**src/design/sdq_pkg.sv**
```systemverilog
// Shared types and constants for the sorted delay queue.
package sdq_pkg;

  // Default sizing
  localparam int unsigned DefMaxWaiting = 16;
  localparam int unsigned DefTickBits   = 32;

  // Field widths fixed by the interface
  localparam int unsigned IdBits    = 8;
  localparam int unsigned TickField = 32;

  // Input item codes
  localparam logic FuncAdd  = 1'b0;
  localparam logic FuncTick = 1'b1;

  // Result status codes
  localparam logic StatusWoken   = 1'b0;
  localparam logic StatusRefused = 1'b1;

  // Input beat
  typedef struct packed {
    logic                 func;
    logic [IdBits-1:0]    task_id;
    logic [TickField-1:0] tick_value;
  } in_t;

  // Output beat
  typedef struct packed {
    logic [IdBits-1:0] woken_id;
    logic              status;
    logic              last;
  } out_t;

endpackage

```
**src/design/sdq_mem.sv**
```systemverilog
// Entry store: one write port, one registered read port.
module sdq_mem #(
  parameter int unsigned Depth    = sdq_pkg::DefMaxWaiting,
  parameter int unsigned WakeBits = sdq_pkg::DefTickBits,
  localparam int unsigned AW      = $clog2(Depth)
) (
  input  logic                      clk_i,
  input  logic                      we_i,
  input  logic [AW-1:0]             waddr_i,
  input  logic [WakeBits-1:0]       wwake_i,
  input  logic [sdq_pkg::IdBits-1:0] wtask_i,
  input  logic [AW-1:0]             raddr_i,
  output logic [WakeBits-1:0]       rwake_o,
  output logic [sdq_pkg::IdBits-1:0] rtask_o
);

  logic [WakeBits-1:0]        wake_mem [Depth];
  logic [sdq_pkg::IdBits-1:0] task_mem [Depth];

  // Write port
  always_ff @(posedge clk_i) begin
    if (we_i) begin
      wake_mem[waddr_i] <= wwake_i;
      task_mem[waddr_i] <= wtask_i;
    end
  end

  // Registered read port
  always_ff @(posedge clk_i) begin
    rwake_o <= wake_mem[raddr_i];
    rtask_o <= task_mem[raddr_i];
  end

endmodule

```
**src/design/sdq_cmp.sv**
```systemverilog
// Shared unsigned less-or-equal compare of a stored wake tick against the key.
module sdq_cmp #(
  parameter int unsigned Bits = sdq_pkg::DefTickBits
) (
  input  logic [Bits-1:0] wake_i,
  input  logic [Bits-1:0] key_i,
  output logic            le_o
);

  assign le_o = (wake_i <= key_i);

endmodule

```
**src/design/sorted_delay_queue_core.sv**
```systemverilog
// Top level of the sorted delay queue: sequencer, pointers and output register.
//
// Keeps waiting task ids in a circular store ordered by wake tick.
// Input channel (in_valid_i / in_stall_o / in_data_i): an add beat inserts
// task_id after every entry with wake tick <= its own; a tick beat removes
// every entry whose wake tick is <= the given tick. in_stall_o is high
// whenever an item is in progress; one item is worked on at a time.
// Output channel (out_valid_o / out_stall_i / out_data_o): one beat per woken
// task in queue order, last set on the final one; an add to a full queue
// gives a single refusal beat. A successful add or a tick that expires
// nothing gives no beat.
// An add shifts each entry with a later wake tick one slot toward the tail;
// a tick removes the woken tasks from the head. Both are paced by the single
// compare unit stepping through the store at one entry per cycle (unless
// held by out_stall_i) over its one write port and one registered read port.
// The output register lets the sequencer load a beat while the previous one
// is taken in the same cycle; while out_stall_i holds a beat, a refusal or
// tick step waits in place. Reset empties the queue at once; no clearing pass.
module sorted_delay_queue_core #(
  parameter int unsigned MaxWaiting = sdq_pkg::DefMaxWaiting,
  parameter int unsigned TickBits   = sdq_pkg::DefTickBits
) (
  input  logic          clk_i,
  input  logic          rst_ni,
  input  logic          in_valid_i,
  output logic          in_stall_o,
  input  sdq_pkg::in_t  in_data_i,
  output logic          out_valid_o,
  input  logic          out_stall_i,
  output sdq_pkg::out_t out_data_o
);

  localparam int unsigned AW = $clog2(MaxWaiting);
  localparam int unsigned CW = $clog2(MaxWaiting + 1);

  // Sequencer states
  localparam logic [2:0] S_IDLE    = 3'd0;
  localparam logic [2:0] S_INS_CMP = 3'd1;
  localparam logic [2:0] S_INS_WR  = 3'd2;
  localparam logic [2:0] S_REFUSE  = 3'd3;
  localparam logic [2:0] S_TK_CMP  = 3'd4;

  logic [2:0] state_q, state_d;
  logic [AW-1:0] head_q, head_d;
  logic [CW-1:0] count_q, count_d;
  logic [AW-1:0] pos_q, pos_d;
  logic [CW-1:0] left_q, left_d;
  logic [TickBits-1:0] key_q, key_d;
  logic [sdq_pkg::IdBits-1:0] id_q, id_d;
  logic pend_valid_q, pend_valid_d;
  logic [sdq_pkg::IdBits-1:0] pend_id_q, pend_id_d;
  logic out_valid_q, out_valid_d;
  sdq_pkg::out_t out_data_q, out_data_d;

  // Memory port signals
  logic                       we;
  logic [AW-1:0]              waddr;
  logic [TickBits-1:0]        wwake;
  logic [sdq_pkg::IdBits-1:0] wtask;
  logic [AW-1:0]              raddr;
  logic [TickBits-1:0]        rwake;
  logic [sdq_pkg::IdBits-1:0] rtask;
  logic                       le;

  logic          in_acc;
  logic          can_load;
  logic [AW:0]   tail_sum;
  logic [AW-1:0] tail;

  function automatic logic [AW-1:0] ptr_inc(input logic [AW-1:0] p);
    ptr_inc = (p == AW'(MaxWaiting - 1)) ? '0 : AW'(p + 1'b1);
  endfunction

  function automatic logic [AW-1:0] ptr_dec(input logic [AW-1:0] p);
    ptr_dec = (p == '0) ? AW'(MaxWaiting - 1) : AW'(p - 1'b1);
  endfunction

  sdq_mem #(
    .Depth    (MaxWaiting),
    .WakeBits (TickBits)
  ) u_mem (
    .clk_i   (clk_i),
    .we_i    (we),
    .waddr_i (waddr),
    .wwake_i (wwake),
    .wtask_i (wtask),
    .raddr_i (raddr),
    .rwake_o (rwake),
    .rtask_o (rtask)
  );

  sdq_cmp #(
    .Bits (TickBits)
  ) u_cmp (
    .wake_i (rwake),
    .key_i  (key_q),
    .le_o   (le)
  );

  assign in_stall_o  = (state_q != S_IDLE);
  assign in_acc      = in_valid_i && !in_stall_o;
  assign out_valid_o = out_valid_q;
  assign out_data_o  = out_data_q;
  assign can_load    = !out_valid_q || !out_stall_i;

  // Slot just past the tail-most entry (latest wake tick)
  assign tail_sum = {1'b0, head_q} + (AW + 1)'(count_q);
  assign tail     = (tail_sum >= (AW + 1)'(MaxWaiting)) ?
                    AW'(tail_sum - (AW + 1)'(MaxWaiting)) : AW'(tail_sum);

  // Sequencer
  always_comb begin
    state_d      = state_q;
    head_d       = head_q;
    count_d      = count_q;
    pos_d        = pos_q;
    left_d       = left_q;
    key_d        = key_q;
    id_d         = id_q;
    pend_valid_d = pend_valid_q;
    pend_id_d    = pend_id_q;
    out_data_d   = out_data_q;
    out_valid_d  = out_valid_q && out_stall_i;
    we           = 1'b0;
    waddr        = pos_q;
    wwake        = key_q;
    wtask        = id_q;
    raddr        = head_q;

    unique case (state_q)
      S_IDLE: begin
        raddr = (in_data_i.func == sdq_pkg::FuncAdd) ? ptr_dec(tail) : head_q;
        if (in_acc) begin
          key_d = TickBits'(in_data_i.tick_value);
          id_d  = in_data_i.task_id;
          if (in_data_i.func == sdq_pkg::FuncAdd) begin
            pos_d  = tail;
            left_d = count_q;
            if (count_q == CW'(MaxWaiting)) begin
              state_d = S_REFUSE;
            end else if (count_q == '0) begin
              state_d = S_INS_WR;
            end else begin
              state_d = S_INS_CMP;
            end
          end else begin
            pend_valid_d = 1'b0;
            state_d      = S_TK_CMP;
          end
        end
      end

      // rwake/rtask hold the entry just below pos_q
      S_INS_CMP: begin
        raddr = ptr_dec(ptr_dec(pos_q));
        we    = 1'b1;
        if (le) begin
          count_d = CW'(count_q + 1'b1);
          state_d = S_IDLE;
        end else begin
          wwake  = rwake;
          wtask  = rtask;
          pos_d  = ptr_dec(pos_q);
          left_d = CW'(left_q - 1'b1);
          if (left_q == CW'(1)) begin
            state_d = S_INS_WR;
          end
        end
      end

      S_INS_WR: begin
        we      = 1'b1;
        count_d = CW'(count_q + 1'b1);
        state_d = S_IDLE;
      end

      S_REFUSE: begin
        if (can_load) begin
          out_valid_d = 1'b1;
          out_data_d  = '{woken_id: id_q, status: sdq_pkg::StatusRefused, last: 1'b1};
          state_d     = S_IDLE;
        end
      end

      // rwake/rtask hold the head entry; one pending result is held back
      // until the next compare tells whether it is the last
      S_TK_CMP: begin
        if ((count_q != '0) && le) begin
          if (!pend_valid_q || can_load) begin
            if (pend_valid_q) begin
              out_valid_d = 1'b1;
              out_data_d  = '{woken_id: pend_id_q, status: sdq_pkg::StatusWoken,
                              last: 1'b0};
            end
            pend_valid_d = 1'b1;
            pend_id_d    = rtask;
            head_d       = ptr_inc(head_q);
            count_d      = CW'(count_q - 1'b1);
          end
        end else if (pend_valid_q) begin
          if (can_load) begin
            out_valid_d  = 1'b1;
            out_data_d   = '{woken_id: pend_id_q, status: sdq_pkg::StatusWoken,
                             last: 1'b1};
            pend_valid_d = 1'b0;
            state_d      = S_IDLE;
          end
        end else begin
          state_d = S_IDLE;
        end
        raddr = head_d;
      end

      default: begin
        state_d = S_IDLE;
      end
    endcase
  end

  // Control state
  always_ff @(posedge clk_i or negedge rst_ni) begin
    if (!rst_ni) begin
      state_q      <= S_IDLE;
      head_q       <= '0;
      count_q      <= '0;
      pend_valid_q <= 1'b0;
      out_valid_q  <= 1'b0;
    end else begin
      state_q      <= state_d;
      head_q       <= head_d;
      count_q      <= count_d;
      pend_valid_q <= pend_valid_d;
      out_valid_q  <= out_valid_d;
    end
  end

  // Working registers
  always_ff @(posedge clk_i) begin
    pos_q      <= pos_d;
    left_q     <= left_d;
    key_q      <= key_d;
    id_q       <= id_d;
    pend_id_q  <= pend_id_d;
    out_data_q <= out_data_d;
  end

  // Fill level never passes the store depth
  a_count_bound: assert property (@(posedge clk_i) disable iff (!rst_ni)
    count_q <= CW'(MaxWaiting))
    else $error("queue count exceeds depth");

  // A refusal is always the single, final beat of its item
  a_refuse_last: assert property (@(posedge clk_i) disable iff (!rst_ni)
    out_valid_q && (out_data_q.status == sdq_pkg::StatusRefused) |-> out_data_q.last)
    else $error("refusal beat without last");

  // Finishing an insert through S_INS_WR adds exactly one entry
  a_insert_grows: assert property (@(posedge clk_i) disable iff (!rst_ni)
    (state_q == S_INS_WR) |=> (count_q == CW'($past(count_q) + 1'b1)))
    else $error("insert did not grow queue by one");

  // A tick never grows the queue
  a_tick_shrinks: assert property (@(posedge clk_i) disable iff (!rst_ni)
    (state_q == S_TK_CMP) |=> (count_q <= $past(count_q)))
    else $error("tick grew the queue");

endmodule
```
**config.mk**
```make
export PLATFORM = sky130hd
export DESIGN_NAME = sorted_delay_queue_core
export DESIGN_NICKNAME = d
export VERILOG_FILES = /design/src/design/sdq_pkg.sv /design/src/design/sdq_mem.sv /design/src/design/sdq_cmp.sv /design/src/design/sorted_delay_queue_core.sv
export SDC_FILE = /design/constraint.sdc
export NUM_CORES = 1
export LEC_CHECK = 0
export BUFFER_PORTS_ARGS = -buffer_cell sky130_fd_sc_hd__buf_2
export CORE_ASPECT_RATIO = 1.1
export CORE_MARGIN = 4
export CORE_UTILIZATION = 35
export CTS_BUF_LIST = sky130_fd_sc_hd__clkbuf_2
export DETAILED_ROUTE_END_ITERATION = 8
export GPL_TIMING_DRIVEN = 1
export PLACE_DENSITY_LB_ADDON = 0.08
export RECOVER_POWER = 100
export SLEW_MARGIN = 5
export SYNTH_ARGS = -nofsm -noshare
export SYNTH_HDL_FRONTEND = slang
export SYNTH_SLANG_ARGS = --single-unit
```
**constraint.sdc**
```tcl
create_clock -name clk_i -period 12.85 [get_ports clk_i]
set_input_delay 0.6425 -clock clk_i [delete_from_list [all_inputs] [get_ports clk_i]]
set_output_delay 0.6425 -clock clk_i [all_outputs]
set_load 0.02 [all_outputs]
```
# Word-level counts from Yosys, hierarchy flattened

Memories as Yosys holds them, arrays and structs flattened. A register that Yosys moved wholly into a read port is not among the register bits.
Cells that the tools add are included.

Register bits after elaboration: 81
Memory bits (read-only): 0
Word-level logic and storage cells: 133
Input port bits: 45
Latch bits: 0
RAM bits: 640
Output and inout bits: 12
Memories: 2

Memory list:

| memory         | words | width | rd ports | clocked after memory_dff | wr ports | line          | RTL |
|---|---|---|---|---|---|---|---|
| u_mem.wake_mem | 16    | 32    | 1        | 1                        | 1        | sdq_mem.sv:17 | `logic [WakeBits-1:0] wake_mem [Depth];` |
| u_mem.task_mem | 16    | 8     | 1        | 1                        | 1        | sdq_mem.sv:18 | `logic [sdq_pkg::IdBits-1:0] task_mem [Depth];` |

Order comparisons: 2
Equal/unequal tests: 21
Divide/modulo/power cells: 0
Mux-type cells: 58
Shift-type cells: 0
Multipliers: 0
Bitwise logic cells: 0
Reductions and logical operators: 28
$add $sub $neg: 9

Operator list:

| cell                  | number |
|---|---|
| $mux W32              | 2 |
| $mux W10              | 6 |
| $mux W4               | 11 |
| $le A32 B32 Y1        | 1 |
| $mux W5               | 6 |
| $mux W3               | 7 |
| $pmux W10 S2          | 1 |
| $ne A2 B2 Y1 const B  | 9 |
| $mux W8               | 2 |
| $sub A4 B1 Y4 const B | 4 |
| $ne A3 B3 Y1 const B  | 5 |
| $pmux W5 S3           | 1 |
| $mux W1               | 14 |
| $logic_not A4 Y1      | 3 |
| $pmux W3 S4           | 1 |
| $pmux W4 S3           | 1 |
| $reduce_and A4 Y1     | 3 |
| $pmux W5 S2           | 1 |
| $sub A5 B1 Y5 const B | 2 |
| $pmux W4 S2           | 1 |
| $eq A3 B2 Y1 const B  | 2 |
| $reduce_and A3 Y1     | 2 |
| $reduce_and A6 Y1     | 1 |
| $reduce_bool A2 Y1    | 3 |
| other kinds (20)      | 29 |

# Longest topological paths before layout

Gate-level depths: netlist of the first run.

Word-level depth: 7
Gate-level depth with buffers: 16
Depth with buffers taken out: 14

# Hierarchy

Synthesis of the first run repeated with hierarchy kept, for this count alone.

Cell total of the unflattened synthesis: 1576
Area, all modules: 30150.2 um^2

Modules (own cells, without submodules):

| module                  | times used | seq. area each (um^2) | area an instance (um^2) | cells an instance |
|---|---|---|---|---|
| sdq_mem                 | 1          | 20019.2               | 25130.4                 | 1040 |
| sorted_delay_queue_core | 1          | 2362.3                | 4204.0                  | 421 |
| sdq_cmp                 | 1          | 0.0                   | 815.8                   | 115 |

# Worst setup path after synthesis of the first run

No wires, ideal clock.

Path kind: register to register
Start: reg state_q[1]
End: mem u_mem.task_mem[3][0] (netlist name) (enable)
Buffers on the path: 1
Setup time: 0.487 ns
Cell stages (with the launch flop): 6
Arrival: 3.760 ns
Data required time: 12.363 ns
Clock period less this slack: 4.247 ns
Slack: 8.603 ns
Path through: dfrtp_1 -> buf_2 -> xnor2_1 -> nor2_1 -> nand2_1 -> nor3_1

Cells in the longest elaborated chain, start to end: 5
Elaborated cells between the ends (all ways): 6
Those cells by class: eq/ne: 2; mux: 3; reduce/logical: 1

Ends and longest elaborated chain:

| item                                                | line                           | RTL |
|---|---|---|
| start: declaration                                  | sorted_delay_queue_core.sv:43  | `logic [2:0] state_q, state_d;` |
| start signal: assignment                            | sorted_delay_queue_core.sv:229 | `state_q <= state_d;` |
| $eq A3 B1 Y1 / $eq A3 B2 Y1 (equally long branches) | sorted_delay_queue_core.sv:130 | `unique case (state_q)` |
| $reduce_or A2 Y1 (no line) (*)                      | --                             |  |
| $mux W1 (*)                                         | sorted_delay_queue_core.sv:130 |  |
| $mux W1 (*)                                         | sdq_mem.sv:22                  | `if (we_i) begin` |
| $mux W1 (implied by the code) (*)                   | sdq_mem.sv:24                  | `task_mem[waddr_i] <= wtask_i;` |
| end: declaration                                    | sdq_mem.sv:18                  |  |

Mark *: on every way between the ends. The rest lies on a longest branch, timed or not.

# Final worst setup path of the first run

Start: reg key_q[28]
End: reg u_mem.rwake_o[17] (read register of u_mem.wake_mem)

Cells in the longest elaborated chain, start to end: 4

Ends and longest elaborated chain:

| item                     | line                           | RTL |
|---|---|---|
| start: declaration       | sorted_delay_queue_core.sv:48  | `logic [TickBits-1:0] key_q, key_d;` |
| start signal: assignment | sorted_delay_queue_core.sv:241 | `key_q <= key_d;` |
| $le A32 B32 Y1           | sdq_cmp.sv:10                  | `assign le_o = (wake_i <= key_i);` |
| $logic_and A1 B1 Y1      | sorted_delay_queue_core.sv:188 | `if ((count_q != '0) && le) begin` |
| $mux W4                  | sorted_delay_queue_core.sv:188 |  |
| $pmux W4 S3              | sorted_delay_queue_core.sv:130 |  |
| end: declaration         | sdq_mem.sv:13                  | `output logic [WakeBits-1:0] rwake_o,` |

Every way passes these cells.
A chain may end at the register's enable or synchronous reset.

==> flow_metrics.tcl, run 1 <==
set metrics [dict create \
    status "finished with violations" \
    failed_checks "capacitance limit, slew limit" \
    syn-num-nets 1894 \
    cp_max_fo 72 \
    hold_path_class "primary input to flop" \
    setup_tns_ps 0 \
    synth_cell_type_count 63 \
    via_count 17481 \
    skew_ps 112 \
    synth_top_cell_area_share_pct 72.1 \
    grtUsageTotal_pct 18.2 \
    synth_top_area_cell "edfxtp_1" \
    tightest_slew_ps 4520 \
    syn_inst 1797 \
    grt_max_degree 157 \
    clk_latency_ps 1400 \
    syn_avg_cell_area_um2 16.4 \
    worst-path-buf-inv 2 \
    gr-total-overflow 0 \
    cts_made_buffers 192 \
    max_stage_delay_ps 3190 \
    drive_above_1_share_pct 18.9 \
    fillCellCount 7838 \
    whs_path_depth 5 \
    min_period_over_period_pct 62.8 \
    synthesis.area_um2 29400 \
    area_growth_pct 13.7 \
    cts_resized 0 \
    setup_ws_ps 4770 \
    cp_common_cell "a22oi_1" \
    hold_violations 0 \
    async_reset_ff_share_pct 1.84 \
    fp.dieH_um 312 \
    synth.most_common_cell "edfxtp_1" \
    maxCapViolCount 25 \
    cts_tree "built" \
    synth_seq_cells 761 \
    dpl_worst_slack_ps 7260 \
    cts_root_buf "clkbuf_2" \
    yosys-top-cells-count "707 x edfxtp_1, 275 x a22oi_1, 193 x a21oi_1" \
    path_cells "inv_1 -> ha_1 -> nand4_1 -> nor3_1 -> a221oi_1 -> a22oi_1 -> a2111oi_0 -> a311o_1 -> and2_4 -> clkbuf_1 -> a22oi_1 -> a21oi_1 -> or4_1" \
    grt_pass1_vias 18290 \
    gp_congestion 0.729 \
    setup_viol 0 \
    r2r_start "key_q[28]$_DFFE_PP_" \
    required_ps 14160 \
    first_iter_violations 1407 \
    crit_cells 13 \
    clk_path_buf_depth 3 \
    cp-startpoint "key_q[28]$_DFFE_PP_" \
    critPathCapture "u_mem.rwake_o[17]$_DFF_P_" \
    post_cts_buffers 0 \
    dp.final_hpwl_um 39900 \
    slowest_stage "clkbuf_1" \
    fin_area_um2 33500 \
    htreeDepth 4 \
    port_buffers 56 \
    routed_wl_um 81700 \
    cts_hold_buf 88 \
    num_rows 111 \
    vias_per_cell 5.29 \
    reg2reg_slack_ps 4770 \
    period_needed_ps 8080 \
    drtPass1Iterations 5 \
    crit_family "buffers and inverters" \
    grt_pass1_wl_um 120000 \
    crit_arrival_ps 9390 \
    synthFlopType "edfxtp_1" \
    path_clk_slew_ps 90 \
    yosys_warnings 0 \
    coreArea_um2 83300 \
    ys_seq_area_share_pct 76.0 \
    rsz0062_at_grt "false" \
    cts_sinks 761 \
    max_slew_margin_pct -201 \
    synth.top_cells.by_area "edfxtp_1 72%, a22oi_1 7.0%, a21oi_1 3.3%, dfxtp_1 2.7%, ha_1 2.1%" \
    synth_edf_count 707 \
    initial_core_util_pct 35.3 \
    worst_r2r_endpoint "u_mem.rwake_o[17]$_DFF_P_" \
    drc_errors 0 \
    dpl-instance-area_um2 31000 \
    ant_nets 0 \
    fmax_ghz 0.124 \
    final-max-slew-violation-count 758 \
    hold-worst-slack_ps 297 \
    die_x_um 284 \
    wl_per_cell_um 24.7 \
    endpoint_kind "flop" \
    top_level_ports 57 \
    crit_path_start_kind "flop" \
    critPathKind "flop to flop" \
    antenna_found_initial 2 \
    ff2ff_path_depth 13 \
    dieArea_um2 88800 \
    fin_nets 2164 \
]
-- kinds of logic after synthesis --
| logic type | synth area share (%) |
|---|---|
| buf+inv | 2.33 |
| flops | 76.0 |
| compound gates | 13.5 |
| xor+xnor | 0.417 |
| simple gates | 3.54 |
| fa+ha+maj | 2.26 |
| mux | 1.92 |
-- cells in the final DEF (no fill, tap or decap), types with 4 or more instances in the layout --
cell type,instances
edfxtp_1,707
clkbuf_2,295
a22oi_1,275
a21oi_1,193
dlygate4sd3_1,88
nand2_1,69
ha_1,50
inv_1,48
clkbuf_1,47
a22oi_2,40
clkinv_1,40
dfxtp_1,40
or4_1,39
mux2_1,39
buf_2,35
nor2_1,31
o21ai_0,25
dfrtp_1,14
nor3_1,10
nand4_1,9
xnor2_1,9
nand2b_1,7
mux2i_1,7
nor2_4,6
clkinv_2,6
buf_4,6
nor2b_1,5
mux2_2,5
xor2_1,5
nand3_1,4
a21o_1,4
inv_2,4
-- layer usage --
layer  up-vias  track usage, %  share of wire (%)
met3       145            3.79                4.8
li1       7900               -                  -
met1      8933            23.7                 44
met4         0            5.85                2.1
met5         -               0                  0
met2       503            30.7                 49
-- through the flow --
stage	std cells	util (%)
after CTS	3300	40.4
after global placement	2858	37.2
after floorplan	1797	-
after global routing	3302	40.2
after detailed placement	2858	37.2
final	3303	40.2
-- final cells by class --
cell class	instances	area [µm²]	area share, %
Timing Repair Buffer	178	1320	3.94
Antenna cell	3	7.51	0.0224
Tap cell	1073	1340	4.01
Sequential cell	761	22400	66.9
Clock inverter	59	334	0.998
Inverter	48	180	0.538
Clock buffer	295	1480	4.41
Multi-Input combinational cell	886	6420	19.2
-- how the worst min path moves through the flow --
| stage | from | endpoint | slack [ps] |
|---|---|---|---|
| floorplan | rst_ni | count_q[0]$_DFFE_PN0P_ | 350 |
| global placement | u_mem.rtask_o[3]$_DFF_P_ | pend_id_q[3]$_DFFE_PP_ | 410 |
| detailed placement | u_mem.rtask_o[1]$_DFF_P_ | pend_id_q[1]$_DFFE_PP_ | 410 |
| CTS | in_data_i[40] | pend_valid_q$_DFFE_PN0P_ | 20 |
| global route | in_data_i[40] | pend_valid_q$_DFFE_PN0P_ | 150 |
| finish | in_data_i[40] | pend_valid_q$_DFFE_PN0P_ | 300 |
-- worst reg2reg max path, cell delays in order (launching register included) --
cell	delay [ps]
edfxtp_1	460
inv_1	70
ha_1	300
nand4_1	270
nor3_1	110
a221oi_1	570
a22oi_1	420
a2111oi_0	420
a311o_1	700
and2_4	720
clkbuf_1	3200
a22oi_1	310
a21oi_1	310
or4_1	160
-- sequential cells by signal (all words and copies together), names as in the netlist, 5 cells and up --
name / count
count_q: 5
id_q: 8
key_q: 32
left_q: 5
out_data_o: 10
pend_id_q: 8
u_mem.rtask_o: 8
u_mem.rwake_o: 32
u_mem.task_mem: 128
u_mem.wake_mem: 512
Power of run 1 is not shown: default switching activity piles up to over one toggle a cycle in this logic, so the estimate is an artifact.
==> run 2, diff against run 1 <==
Clock period 12.85 ns to 8.33 ns, I/O delays scaled along.
==> run 2 against run 1 <==
Compared with the run above:
- critical endpoint is now u_mem.rwake_o[15]$_DFF_P_
- cell count increased by 0.39%
- sequential share of layout area fell by 0.22 points
- critical path depth unchanged
- global-route usage decreased by 0.10 points
- the flow still finishes with violations (capacitance limit, slew limit)
==> flow_metrics.tcl, run 2 (synthesis gave the netlist of run 1 again) <==
set metrics [dict create \
    gr-total-overflow 0 \
    max_slew_margin_pct -183 \
    area_growth_pct 14.1 \
    drtPass1Iterations 5 \
    cp_max_fo 115 \
    grtUsageTotal_pct 18.1 \
    maxCapViolCount 29 \
    fin_area_um2 33600 \
    cts_root_buf "clkbuf_2" \
    die_x_um 284 \
    setup_ws_ps 1890 \
    path_clk_slew_ps 90 \
    worst_r2r_endpoint "u_mem.rwake_o[15]$_DFF_P_" \
    dpl_worst_slack_ps 2960 \
    crit_arrival_ps 7710 \
    first_iter_violations 1277 \
    fin_nets 2179 \
    min_period_over_period_pct 77.3 \
    via_count 17516 \
    final_util_pct 40.3 \
    mostFrequentLayoutCells "707 x edfxtp_1, 306 x clkbuf_2, 275 x a22oi_1" \
    ant_nets 0 \
    status "finished with violations" \
    tightest_slew_ps 4240 \
    dieArea_um2 88800 \
    port_buffers 56 \
    cts_tree "built" \
    clk_latency_ps 1430 \
    grt_max_degree 157 \
    r2r_start "key_q[28]$_DFFE_PP_" \
    drive_above_1_share_pct 19.3 \
    fillCellCount 7824 \
    clk_path_buf_depth 3 \
    wl_per_cell_um 24.5 \
    critPathKind "flop to flop" \
    final-max-slew-violation-count 767 \
    ff2ff_path_depth 13 \
    drc_errors 0 \
    hold_path_class "primary input to flop" \
    layout_commonest_cell "edfxtp_1" \
    grt_pass1_wl_um 119000 \
    num_rows 111 \
    setup_tns_ps 0 \
    hold_violations 0 \
    routed_wl_um 81400 \
    cts_hold_buf 98 \
    vias_per_cell 5.28 \
    largest_reg_flops 512 \
    post_cts_buffers 0 \
    regMostFlops "u_mem.wake_mem" \
    required_ps 9590 \
    dpl-instance-area_um2 31000 \
    top_regs "u_mem.wake_mem x512, u_mem.task_mem x128" \
    fp.dieH_um 312 \
    period_needed_ps 6440 \
    rsz0062_at_grt "false" \
    coreArea_um2 83300 \
    top_level_ports 57 \
    grt_pass1_vias 18093 \
    crit_path_start_kind "flop" \
    cts_made_buffers 195 \
    cts_sinks 761 \
    initial_core_util_pct 35.3 \
    skew_ps 131 \
    antenna_found_initial 3 \
    htreeDepth 4 \
    gp_congestion 0.723 \
    failed_checks "capacitance limit, slew limit" \
    reg2reg_slack_ps 1890 \
    endpoint_kind "flop" \
    dp.final_hpwl_um 39900 \
    cts_resized 0 \
    cp-startpoint "key_q[28]$_DFFE_PP_" \
    critPathCapture "u_mem.rwake_o[15]$_DFF_P_" \
    setup_viol 0 \
    fmax_ghz 0.155 \
]
-- run 2: changes by cell type in the layout (fill, tap and decap cells not counted), sizes merged --
cell / change
clkbuf: +11
clkinvlp: +4
buf: +2
diode: -1
bufinv: -2
clkinv: -8
dlygate4sd3: +10
inv: -3
-- run 2: layout make-up --
class | instances | area, µm² | share of cell area, %
Antenna cell | 2 | 5.00 | 0.0149
Clock buffer | 306 | 1530 | 4.56
Clock inverter | 50 | 272 | 0.809
Inverter | 48 | 180 | 0.537
Multi-Input combinational cell | 886 | 6410 | 19.1
Sequential cell | 761 | 22400 | 66.7
Tap cell | 1073 | 1340 | 4.00
Timing Repair Buffer | 190 | 1450 | 4.31
-- run 2: layer usage --
layer / track usage [%] / vias up / share of wire (%)
met5: 0 / - / 0
met4: 6.04 / 0 / 2.2
met3: 4.05 / 143 / 4.7
met2: 30.0 / 469 / 49
met1: 23.8 / 8984 / 44
li1: - / 7920 / -
-- run 2: stage by stage --
| stage | cells | hold WS [ps] |
|---|---|---|
| floorplan | 1797 | 121 |
| global placement | 2860 | 334 |
| detailed placement | 2860 | 338 |
| CTS | 3314 | 1.07 |
| global route | 3315 | 78.2 |
| finish | 3316 | 242 |
-- run 2: how the worst min path moves through the flow --
| stage | cells past startpoint | from | slack [ps] | endpoint |
|---|---|---|---|---|
| 6_report | 4 | in_valid_i | 240 | pos_q[2]$_DFFE_PP_ |
| 2_1_floorplan | 0 | rst_ni | 120 | count_q[0]$_DFFE_PN0P_ |
| 4_1_cts | 3 | in_data_i[0] | 1 | key_q[0]$_DFFE_PP_ |
| 3_3_place_gp | 1 | rst_ni | 330 | head_q[0]$_DFFE_PN0P_ |
| 3_5_place_dp | 1 | rst_ni | 340 | head_q[0]$_DFFE_PN0P_ |
| 5_1_grt | 3 | in_data_i[0] | 80 | key_q[0]$_DFFE_PP_ |
-- run 2: critical path: stages (launching register included) --
cell and delay [ps]:
edfxtp_1 470, inv_1 70, ha_1 300, nand4_1 220, nor3_1 90, a221oi_1 520
a22oi_1 390, a2111oi_0 390, a311o_1 710, and2_1 1830, buf_12 640, a22oi_1 130
a21oi_1 200, or4_1 170
Power of run 2 is left out for the same reason.
